**src/rtl/iafd_pkg.sv**
```systemverilog
// Shared types and constants of the IMU angle frame decoder.
package iafd_pkg;

  // Configuration register indexes
  localparam int unsigned CFG_IDX_W = 2;
  localparam logic [CFG_IDX_W-1:0] REG_HEADER_BYTE = 2'd0;
  localparam logic [CFG_IDX_W-1:0] REG_FRAME_TYPE  = 2'd1;
  localparam logic [CFG_IDX_W-1:0] REG_SCALE_DEG   = 2'd2;

  // Register reset values
  localparam logic [7:0] HEADER_BYTE_RST = 8'h55;
  localparam logic [7:0] FRAME_TYPE_RST  = 8'h53;
  localparam logic       SCALE_DEG_RST   = 1'b1;

  // Byte counter: 0 while hunting, 2 right after lock, 10 when the checksum byte is due
  localparam int unsigned CNT_W = 4;
  localparam logic [CNT_W-1:0] CNT_HUNT = 4'd0;
  localparam logic [CNT_W-1:0] CNT_LOCK = 4'd2;
  localparam logic [CNT_W-1:0] CNT_CSUM = 4'd10;

  // Payload bytes 2..9 of a frame
  localparam int unsigned PAYLOAD_BYTES = 8;

  // Degree scaling: raw * 180 >>> 8
  localparam int unsigned PROD_W = 25;
  localparam logic signed [PROD_W-1:0] DEG_MULT = 25'sd180;

  // Queue depths
  localparam int unsigned MID_DEPTH_DEF = 2;
  localparam int unsigned OUT_DEPTH_DEF = 2;

  // Completed frame, front to back
  typedef struct packed {
    logic                             ok;
    logic                             scale;
    logic [PAYLOAD_BYTES-1:0][7:0]    payload;
  } frame_rec_t;

  // One result item
  typedef struct packed {
    logic        checksum_ok;
    logic [15:0] axis_x;
    logic [15:0] axis_y;
    logic [15:0] axis_z;
    logic [15:0] temperature;
  } result_t;

endpackage

```
**src/rtl/iafd_fifo.sv**
```systemverilog
// Small synchronous queue used between the decoder stages.
module iafd_fifo #(
  parameter int unsigned WIDTH = 8,
  parameter int unsigned DEPTH = 2
) (
  input  logic             clk,
  input  logic             rst_n,
  input  logic             push,
  input  logic [WIDTH-1:0] wdata,
  output logic             full,
  input  logic             pop,
  output logic [WIDTH-1:0] rdata,
  output logic             empty
);

  localparam int unsigned PTR_W = (DEPTH > 1) ? $clog2(DEPTH) : 1;
  localparam int unsigned CNT_W = $clog2(DEPTH + 1);
  localparam logic [PTR_W-1:0] PTR_LAST = PTR_W'(DEPTH - 1);
  localparam logic [CNT_W-1:0] CNT_FULL = CNT_W'(DEPTH);

  logic [WIDTH-1:0] store_r [DEPTH];
  logic [PTR_W-1:0] wr_ptr_r, wr_ptr_nxt;
  logic [PTR_W-1:0] rd_ptr_r, rd_ptr_nxt;
  logic [CNT_W-1:0] count_r, count_nxt;
  logic             do_push, do_pop;

  assign full    = (count_r == CNT_FULL);
  assign empty   = (count_r == '0);
  assign do_push = push && !full;
  assign do_pop  = pop && !empty;
  assign rdata   = store_r[rd_ptr_r];

  // Advance pointers and occupancy
  always_comb begin
    wr_ptr_nxt = wr_ptr_r;
    rd_ptr_nxt = rd_ptr_r;
    count_nxt  = count_r;
    if (do_push) begin
      wr_ptr_nxt = (wr_ptr_r == PTR_LAST) ? '0 : wr_ptr_r + 1'b1;
    end
    if (do_pop) begin
      rd_ptr_nxt = (rd_ptr_r == PTR_LAST) ? '0 : rd_ptr_r + 1'b1;
    end
    if (do_push && !do_pop) begin
      count_nxt = count_r + 1'b1;
    end else if (do_pop && !do_push) begin
      count_nxt = count_r - 1'b1;
    end
  end

  always_ff @(posedge clk) begin
    if (!rst_n) begin
      wr_ptr_r <= '0;
      rd_ptr_r <= '0;
      count_r  <= '0;
    end else begin
      wr_ptr_r <= wr_ptr_nxt;
      rd_ptr_r <= rd_ptr_nxt;
      count_r  <= count_nxt;
    end
  end

  // Write entry storage
  always_ff @(posedge clk) begin
    if (do_push) begin
      store_r[wr_ptr_r] <= wdata;
    end
  end

endmodule

```
**src/rtl/iafd_front.sv**
```systemverilog
// Front end: configuration registers, sync hunt, byte counting and checksum.
module iafd_front (
  input  logic                               clk,
  input  logic                               rst_n,
  input  logic                               cfg_we,
  input  logic [iafd_pkg::CFG_IDX_W-1:0]     cfg_index,
  input  logic [7:0]                         cfg_wdata,
  input  logic                               byte_valid,
  input  logic [7:0]                         rx_byte,
  output logic                               rec_push,
  output iafd_pkg::frame_rec_t               rec
);

  logic [7:0]                    header_byte_r;
  logic [7:0]                    frame_type_r;
  logic                          scale_deg_r;
  logic [iafd_pkg::CNT_W-1:0]    byte_count_r, byte_count_nxt;
  logic [7:0]                    prev_byte_r, prev_byte_nxt;
  logic [7:0]                    run_sum_r, run_sum_nxt;
  logic [iafd_pkg::PAYLOAD_BYTES-1:0][7:0] frame_store_r;
  logic                          hunting, collecting, at_csum;

  // Configuration writes; unknown indexes are dropped
  always_ff @(posedge clk) begin
    if (!rst_n) begin
      header_byte_r <= iafd_pkg::HEADER_BYTE_RST;
      frame_type_r  <= iafd_pkg::FRAME_TYPE_RST;
      scale_deg_r   <= iafd_pkg::SCALE_DEG_RST;
    end else if (cfg_we) begin
      unique case (cfg_index)
        iafd_pkg::REG_HEADER_BYTE: header_byte_r <= cfg_wdata;
        iafd_pkg::REG_FRAME_TYPE:  frame_type_r  <= cfg_wdata;
        iafd_pkg::REG_SCALE_DEG:   scale_deg_r   <= cfg_wdata[0];
        default: ;
      endcase
    end
  end

  // Classify the incoming item by where the frame stands
  assign hunting    = (byte_count_r < iafd_pkg::CNT_LOCK) || (byte_count_r > iafd_pkg::CNT_CSUM);
  assign collecting = !hunting && (byte_count_r < iafd_pkg::CNT_CSUM);
  assign at_csum    = (byte_count_r == iafd_pkg::CNT_CSUM);

  always_comb begin
    byte_count_nxt = byte_count_r;
    prev_byte_nxt  = prev_byte_r;
    run_sum_nxt    = run_sum_r;
    if (byte_valid) begin
      if (hunting) begin
        byte_count_nxt = iafd_pkg::CNT_HUNT;
        if (prev_byte_r == header_byte_r && rx_byte == frame_type_r) begin
          byte_count_nxt = iafd_pkg::CNT_LOCK;
          run_sum_nxt    = header_byte_r + frame_type_r;
        end
        prev_byte_nxt = rx_byte;
      end else if (collecting) begin
        run_sum_nxt    = run_sum_r + rx_byte;
        byte_count_nxt = byte_count_r + 1'b1;
      end else begin
        byte_count_nxt = iafd_pkg::CNT_HUNT;
        prev_byte_nxt  = 8'd0;
        run_sum_nxt    = 8'd0;
      end
    end
  end

  always_ff @(posedge clk) begin
    if (!rst_n) begin
      byte_count_r <= iafd_pkg::CNT_HUNT;
      prev_byte_r  <= 8'd0;
      run_sum_r    <= 8'd0;
    end else begin
      byte_count_r <= byte_count_nxt;
      prev_byte_r  <= prev_byte_nxt;
      run_sum_r    <= run_sum_nxt;
    end
  end

  // Shift payload bytes in; entry 0 ends up holding frame byte 2
  always_ff @(posedge clk) begin
    if (byte_valid && collecting) begin
      frame_store_r <= {rx_byte, frame_store_r[iafd_pkg::PAYLOAD_BYTES-1:1]};
    end
  end

  // Hand the finished frame to the back end on the checksum byte
  assign rec_push    = byte_valid && at_csum;
  assign rec.ok      = (run_sum_r == rx_byte);
  assign rec.scale   = scale_deg_r;
  assign rec.payload = frame_store_r;

endmodule

```
**src/rtl/iafd_back.sv**
```systemverilog
// Back end: unpack axis and temperature values, scale, hold last good values.
module iafd_back (
  input  logic                  clk,
  input  logic                  rst_n,
  input  logic                  rec_empty,
  input  iafd_pkg::frame_rec_t  rec,
  output logic                  rec_pop,
  input  logic                  res_full,
  output logic                  res_push,
  output iafd_pkg::result_t     res
);

  logic signed [15:0]                  raw_x, raw_y, raw_z;
  logic signed [iafd_pkg::PROD_W-1:0]  prod_x, prod_y, prod_z;
  logic [15:0]                         new_x, new_y, new_z, new_t;
  logic [15:0]                         last_x_r, last_y_r, last_z_r, last_t_r;
  logic                                take;

  assign take     = !rec_empty && !res_full;
  assign rec_pop  = take;
  assign res_push = take;

  // Unpack little-endian values
  assign raw_x = $signed({rec.payload[1], rec.payload[0]});
  assign raw_y = $signed({rec.payload[3], rec.payload[2]});
  assign raw_z = $signed({rec.payload[5], rec.payload[4]});
  assign new_t = {rec.payload[7], rec.payload[6]};

  // Scale to 1/128 degree: floor(raw * 180 / 256)
  assign prod_x = iafd_pkg::PROD_W'(raw_x) * iafd_pkg::DEG_MULT;
  assign prod_y = iafd_pkg::PROD_W'(raw_y) * iafd_pkg::DEG_MULT;
  assign prod_z = iafd_pkg::PROD_W'(raw_z) * iafd_pkg::DEG_MULT;

  assign new_x = rec.scale ? prod_x[23:8] : raw_x;
  assign new_y = rec.scale ? prod_y[23:8] : raw_y;
  assign new_z = rec.scale ? prod_z[23:8] : raw_z;

  // Hold the last good values
  always_ff @(posedge clk) begin
    if (!rst_n) begin
      last_x_r <= 16'd0;
      last_y_r <= 16'd0;
      last_z_r <= 16'd0;
      last_t_r <= 16'd0;
    end else if (take && rec.ok) begin
      last_x_r <= new_x;
      last_y_r <= new_y;
      last_z_r <= new_z;
      last_t_r <= new_t;
    end
  end

  // Fresh values on a good frame, repeat the held ones on a bad frame
  assign res.checksum_ok = rec.ok;
  assign res.axis_x      = rec.ok ? new_x : last_x_r;
  assign res.axis_y      = rec.ok ? new_y : last_y_r;
  assign res.axis_z      = rec.ok ? new_z : last_z_r;
  assign res.temperature = rec.ok ? new_t : last_t_r;

endmodule

```
**src/rtl/imu_angle_frame_decoder.sv**
```systemverilog
// Top level of the IMU angle frame decoder: front end, frame queue, back end, result queue.
//
//   channel   | ports                                   | accepted when
//   ----------+-----------------------------------------+---------------------
//   input     | push, full, in_rx_byte                  | push && !full
//   result    | empty, pop, out_checksum_ok, out_axis_* | pop && !empty
//             | out_temperature                         |
//   config    | cfg_we, cfg_index, cfg_wdata            | cfg_we
//
// One byte per cycle is taken if !full; the front end handles each in its arrival cycle.
// A frame is queued on its checksum byte and enters the result queue when it has room.
// full rises only while the frame queue is full, i.e. the result queue is backed up.
// Synchronous reset clears all control state directly; no clearing pass.
module imu_angle_frame_decoder #(
  parameter int unsigned MID_DEPTH = iafd_pkg::MID_DEPTH_DEF,
  parameter int unsigned OUT_DEPTH = iafd_pkg::OUT_DEPTH_DEF
) (
  input  logic                             clk,
  input  logic                             rst_n,
  input  logic                             cfg_we,
  input  logic [iafd_pkg::CFG_IDX_W-1:0]   cfg_index,
  input  logic [7:0]                       cfg_wdata,
  input  logic                             push,
  output logic                             full,
  input  logic [7:0]                       in_rx_byte,
  output logic                             empty,
  input  logic                             pop,
  output logic                             out_checksum_ok,
  output logic signed [15:0]               out_axis_x,
  output logic signed [15:0]               out_axis_y,
  output logic signed [15:0]               out_axis_z,
  output logic signed [15:0]               out_temperature
);

  logic                  byte_valid;
  logic                  rec_push, rec_pop, rec_full, rec_empty;
  iafd_pkg::frame_rec_t  rec_in, rec_out;
  logic                  res_push, res_full;
  iafd_pkg::result_t     res_in, res_out;

  // Stall input while no room is left for a finished frame
  assign full       = rec_full;
  assign byte_valid = push && !rec_full;

  iafd_front u_front (
    .clk        (clk),
    .rst_n      (rst_n),
    .cfg_we     (cfg_we),
    .cfg_index  (cfg_index),
    .cfg_wdata  (cfg_wdata),
    .byte_valid (byte_valid),
    .rx_byte    (in_rx_byte),
    .rec_push   (rec_push),
    .rec        (rec_in)
  );

  iafd_fifo #(
    .WIDTH ($bits(iafd_pkg::frame_rec_t)),
    .DEPTH (MID_DEPTH)
  ) u_frame_q (
    .clk   (clk),
    .rst_n (rst_n),
    .push  (rec_push),
    .wdata (rec_in),
    .full  (rec_full),
    .pop   (rec_pop),
    .rdata (rec_out),
    .empty (rec_empty)
  );

  iafd_back u_back (
    .clk       (clk),
    .rst_n     (rst_n),
    .rec_empty (rec_empty),
    .rec       (rec_out),
    .rec_pop   (rec_pop),
    .res_full  (res_full),
    .res_push  (res_push),
    .res       (res_in)
  );

  iafd_fifo #(
    .WIDTH ($bits(iafd_pkg::result_t)),
    .DEPTH (OUT_DEPTH)
  ) u_result_q (
    .clk   (clk),
    .rst_n (rst_n),
    .push  (res_push),
    .wdata (res_in),
    .full  (res_full),
    .pop   (pop),
    .rdata (res_out),
    .empty (empty)
  );

  assign out_checksum_ok = res_out.checksum_ok;
  assign out_axis_x      = res_out.axis_x;
  assign out_axis_y      = res_out.axis_y;
  assign out_axis_z      = res_out.axis_z;
  assign out_temperature = res_out.temperature;

endmodule

```
**config.mk**
```make
export PLATFORM = sky130hd
export DESIGN_NAME = imu_angle_frame_decoder
export DESIGN_NICKNAME = d
export VERILOG_FILES = /design/src/rtl/iafd_pkg.sv /design/src/rtl/iafd_fifo.sv /design/src/rtl/iafd_front.sv /design/src/rtl/iafd_back.sv /design/src/rtl/imu_angle_frame_decoder.sv
export SDC_FILE = /design/constraint.sdc
export NUM_CORES = 1
export LEC_CHECK = 0
export BUFFER_PORTS_ARGS = -buffer_cell sky130_fd_sc_hd__clkbuf_2
export CORE_MARGIN = 5
export CORE_UTILIZATION = 40
export CTS_CLUSTER_DIAMETER = 120
export DETAILED_ROUTE_END_ITERATION = 16
export GPL_ROUTABILITY_DRIVEN = 0
export PLACE_DENSITY_LB_ADDON = 0.15
export SLEW_MARGIN = 20
export SYNTH_ARGS = -nofsm -noshare
export SYNTH_HDL_FRONTEND = slang
export SYNTH_SLANG_ARGS = --single-unit
```
**constraint.sdc**
```tcl
create_clock -name clk -period 7.75 [get_ports clk]
set_input_delay 0.775 -clock clk [delete_from_list [all_inputs] [get_ports clk]]
set_output_delay 0.775 -clock clk [all_outputs]
set_load 0.02 [all_outputs]
```
==> Implementation_results.wiki <==
{| class="wikitable"
! Metric !! Value
|-
| Status || completed
|-
| Sequential fraction of the synthesis area || 49.8%
|-
| Largest net degree at the start of global routing || 87
|-
| Number of setup violations in the final report || 0
|-
| Critical Path RT || 8.04 ns
|-
| Number of cells in the finished layout apart from fillers || 2953
|-
| Minimum clock period || 6.27 ns
|-
| Post-detailed-route wirelength per cell || 18.8 um
|-
| Routed vias/inst || 5.28
|-
| DR iter-0 viols || 1038
|-
| Leading area contributor after synthesis || edfxtp_1
|-
| Clk slew on worst S/H paths || 0.06 ns
|-
| Largest voltage drop on the vdd net || 187 uV
|-
| Hold Path End || u_front.header_byte_r[0]
|-
| Number of I/O pins || 90
|-
| Launch instance of the worst min-delay path || cfg_wdata[0]
|-
| Number of antenna violations at the first check in global routing || 0
|-
| Die height || 256 um
|-
| Clk Latency, worst-skew pair || 0.58 ns
|-
| Type of the worst min-delay path || in -> reg
|-
| Clock root buffer || clkbuf_16
|-
| Via count of the first global-routing pass || 15217
|-
| Total global-route track usage || 16.5%
|-
| Number of port buffers || 89
|-
| Worst reg2reg setup slack || 1.48 ns
|-
| Fraction of synthesis flops using an asynchronous set or reset pin || 0%
|-
| Hold-fix buffers, CTS || 0
|-
| Portion of synthesized cell area occupied by the leading cell type || 40.6%
|-
| Clock tree from TritonCTS || built
|-
| Post-detailed-route count of antenna-violating nets || 0
|-
| Worst hold path cell count || 3
|-
| Largest fanout of any net on the critical path || 55
|-
| Post-synthesis sequential element count || 437
|-
| Share of cells above drive strength 1 || 15.5%
|-
| Transition at the pin with the smallest max-transition slack || 0.962 ns
|-
| Post-route clock period utilization || 80.9%
|-
| Die outline area || 65300 um2
|-
| Instance count of the mapped netlist || 2049
|-
| Grt ovf || 0
|-
| Cell leakage power || 0.0108 uW
|-
| Number of filler cells placed in the layout || 5450
|-
| Main area contributors after synthesis || edfxtp_1 41%, dfxtp_1 9.2%, ha_1 9.0%, fa_1 6.6%, mux2_2 5.2%
|-
| Number of gates resized after cts || 0
|-
| Final net count || 2410
|-
| Num rows || 90
|-
| Total chip power || 12300 uW
|-
| Final hold violation count || 0
|-
| Category of the critical setup timing path || reg -> reg
|-
| Cell Area, Synth || 24100 um2
|-
| Number of buffers inserted to repair setup after CTS || 0
|-
| Core ar. || 60000 um2
|-
| Post-synthesis area per instance || 11.8 um2
|-
| Maximum clock frequency || 159 MHz
|-
| Distinct cell type count of the synthesized netlist || 88
|-
| Endpoint class of the critical path || flip-flop
|-
| Vias after detailed routing || 15601
|-
| Area after DPL || 25400 um2
|-
| Pwr per Cell Area || 458 nW/um2
|-
| Element type at the critical path start || flip-flop
|-
| Setup TNS || 0 ns
|-
| Maximum buffer depth of the clock tree || 3
|-
| DRT Pass-1 Iters || 5
|-
| Mapped Nets || 2326
|-
| Setup repair after global routing missed its margin || false
|-
| Worst r2r path cells || 17
|-
| Data arrival time of the critical path || 6.56 ns
|-
| First-pass GRT wire length || 87.7 mm
|-
| Clk_skew || 0.0223 ns
|-
| Die Width || 256 um
|-
| Worst relative slew slack || 34.1%
|-
| Number of design rule violations left after detail routing || 0
|-
| Number of buffers created by CTS || 46
|-
| Reported max-cap violation count || 0
|-
| R2R Path End || u_result_q.store_r[0][60]
|-
| Total detailed-routing wirelength || 55.5 mm
|-
| Final number of max-transition violations || 0
|-
| Number of warnings printed during yosys synthesis || 0
|-
| Count of flip-flops with a built-in enable after synthesis || 326
|-
| Number of placed instances, taps included || 2867
|-
| Area of all placed cells without fillers || 27000 um2
|-
| Post-synthesis to final-layout area growth || 11.7%
|-
| Num Clock Sinks || 437
|-
| Prevailing post-synth register cell || edfxtp_1
|-
| Count of inserted antenna diode cells || 0
|-
| Effective utilization at floorplan || 40.2%
|-
| Final design utilization || 44.9%
|-
| H-tree level count || 2
|-
| Final HPWL DP || 39.5 mm
|}
[power breakdown]
part           switching (uW)  internal [uW]  total [uW]
combinational            4210           2650        6860
clock                     940           1260        2200
sequential                150           3130        3280
[metrics by stage]
stage               setup WS [ns]  hold WS (ns)
floorplan                    2.14         0.419
global placement             1.69         0.434
detailed placement           1.51         0.435
CTS                          1.48         0.401
global route                 1.07         0.420
finish                       1.48         0.443
[layer usage]
| layer | vias to the layer above | routed length (um) | global-route usage (%) |
|---|---|---|---|
| met2 | 308 | 23500 | 24.5 |
| met4 | 0 | 926 | 3.58 |
| met1 | 7678 | 28600 | 25.5 |
| met5 | - | 0 | 0 |
| met3 | 60 | 2520 | 2.93 |
| li1 | 7555 | - | - |
[synth_stat cells (8+ instances only)]
library cell and number:
o21ai_0 90, edfxtp_1 326, a31oi_1 26, or3_1 9
nand2b_1 14, xor2_1 46, nor4_1 11, buf_1 9
mux2i_1 69, ha_1 174, xnor2_1 28, a211oi_1 31
nor2_1 147, dfxtp_1 111, inv_1 224, o21a_1 11
nand2_1 72, a22o_1 8, a21o_1 16, a21oi_1 149
o211ai_1 12, and3_1 10, and2_1 14, nor3_1 30
buf_2 18, nand3_1 24, fa_1 80, mux2_2 112
clkbuf_1 43
[registers in the layout (all words and copies together), names as in the netlist, 2 cells and up, named ones only]
signal                 count
u_front.rec               64
u_back.last_y_r           16
u_frame_q.store_r        132
u_front.prev_byte_r        8
u_front.run_sum_r          8
u_result_q.store_r       130
u_frame_q.count_r          2
u_back.last_t_r           16
u_back.last_x_r           16
u_front.byte_count_r       4
u_back.last_z_r           16
u_result_q.count_r         2
u_front.header_byte_r      8
u_front.frame_type_r       8
[kinds of logic (layout without fill, tap and decap cells)]
| logic type | after synthesis | after routing | synth area share (%) |
|---|---|---|---|
| AOI/OAI and AO/OA | 421 | 421 | 11.0 |
| buffers and inverters | 300 | 422 | 4.87 |
| xor gates and xnor gates | 74 | 74 | 2.69 |
| DFF | 437 | 437 | 49.8 |
| muxes | 183 | 183 | 8.20 |
| adders and majority gates | 254 | 254 | 15.7 |
| and+or+nand+nor | 380 | 380 | 7.79 |
[worst max-delay path: stages, from the launching register on]
cell	delay (ns)
dfxtp_4	0.86
buf_4	0.55
mux2i_1	0.47
inv_1	0.14
ha_1	0.31
ha_1	0.28
fa_1	0.49
inv_1	0.06
fa_1	0.51
inv_1	0.04
ha_1	0.34
a21oi_1	0.20
o211ai_1	0.10
o21ai_0	0.55
o221ai_1	0.30
o31ai_1	0.32
mux2i_1	0.27
a31oi_1	0.12
[worst max path at each step]
stage                          from  depth (start not counted)                   endpoint
final                     flip-flop                         17  u_result_q.store_r[0][60]
after CTS                 flip-flop                         17  u_result_q.store_r[0][60]
after detailed placement  flip-flop                         17  u_result_q.store_r[0][60]
after global placement    flip-flop                         17  u_result_q.store_r[0][60]
after global routing      flip-flop                         17  u_result_q.store_r[0][60]
after floorplan           flip-flop                         21  u_result_q.store_r[0][31]
[area by class of cell]
type / count / area (um2) / area share, %
clock buffer: 56 / 1210 / 4.48
inverter: 225 / 846 / 3.14
multi-input combinational: 1312 / 11000 / 40.8
sequential: 437 / 12000 / 44.6
timing repair buffer: 111 / 611 / 2.26
tap: 782 / 978 / 3.63
clock inverter: 30 / 307 / 1.14
[placed cells by master (no fill, tap or decap), types with 31 or more instances in the layout]
cell / synthesis / final
edfxtp_1: 326 / 326
inv_1: 224 / 223
ha_1: 174 / 174
a21oi_1: 149 / 149
nor2_1: 147 / 144
mux2_2: 112 / 112
dfxtp_1: 111 / 109
o21ai_0: 90 / 90
clkbuf_2: 1 / 89
fa_1: 80 / 80
nand2_1: 72 / 72
mux2i_1: 69 / 69
xor2_1: 46 / 46
clkbuf_16: 0 / 46
a211oi_1: 31 / 31
Note: power is estimated with default switching activity, not from simulation.
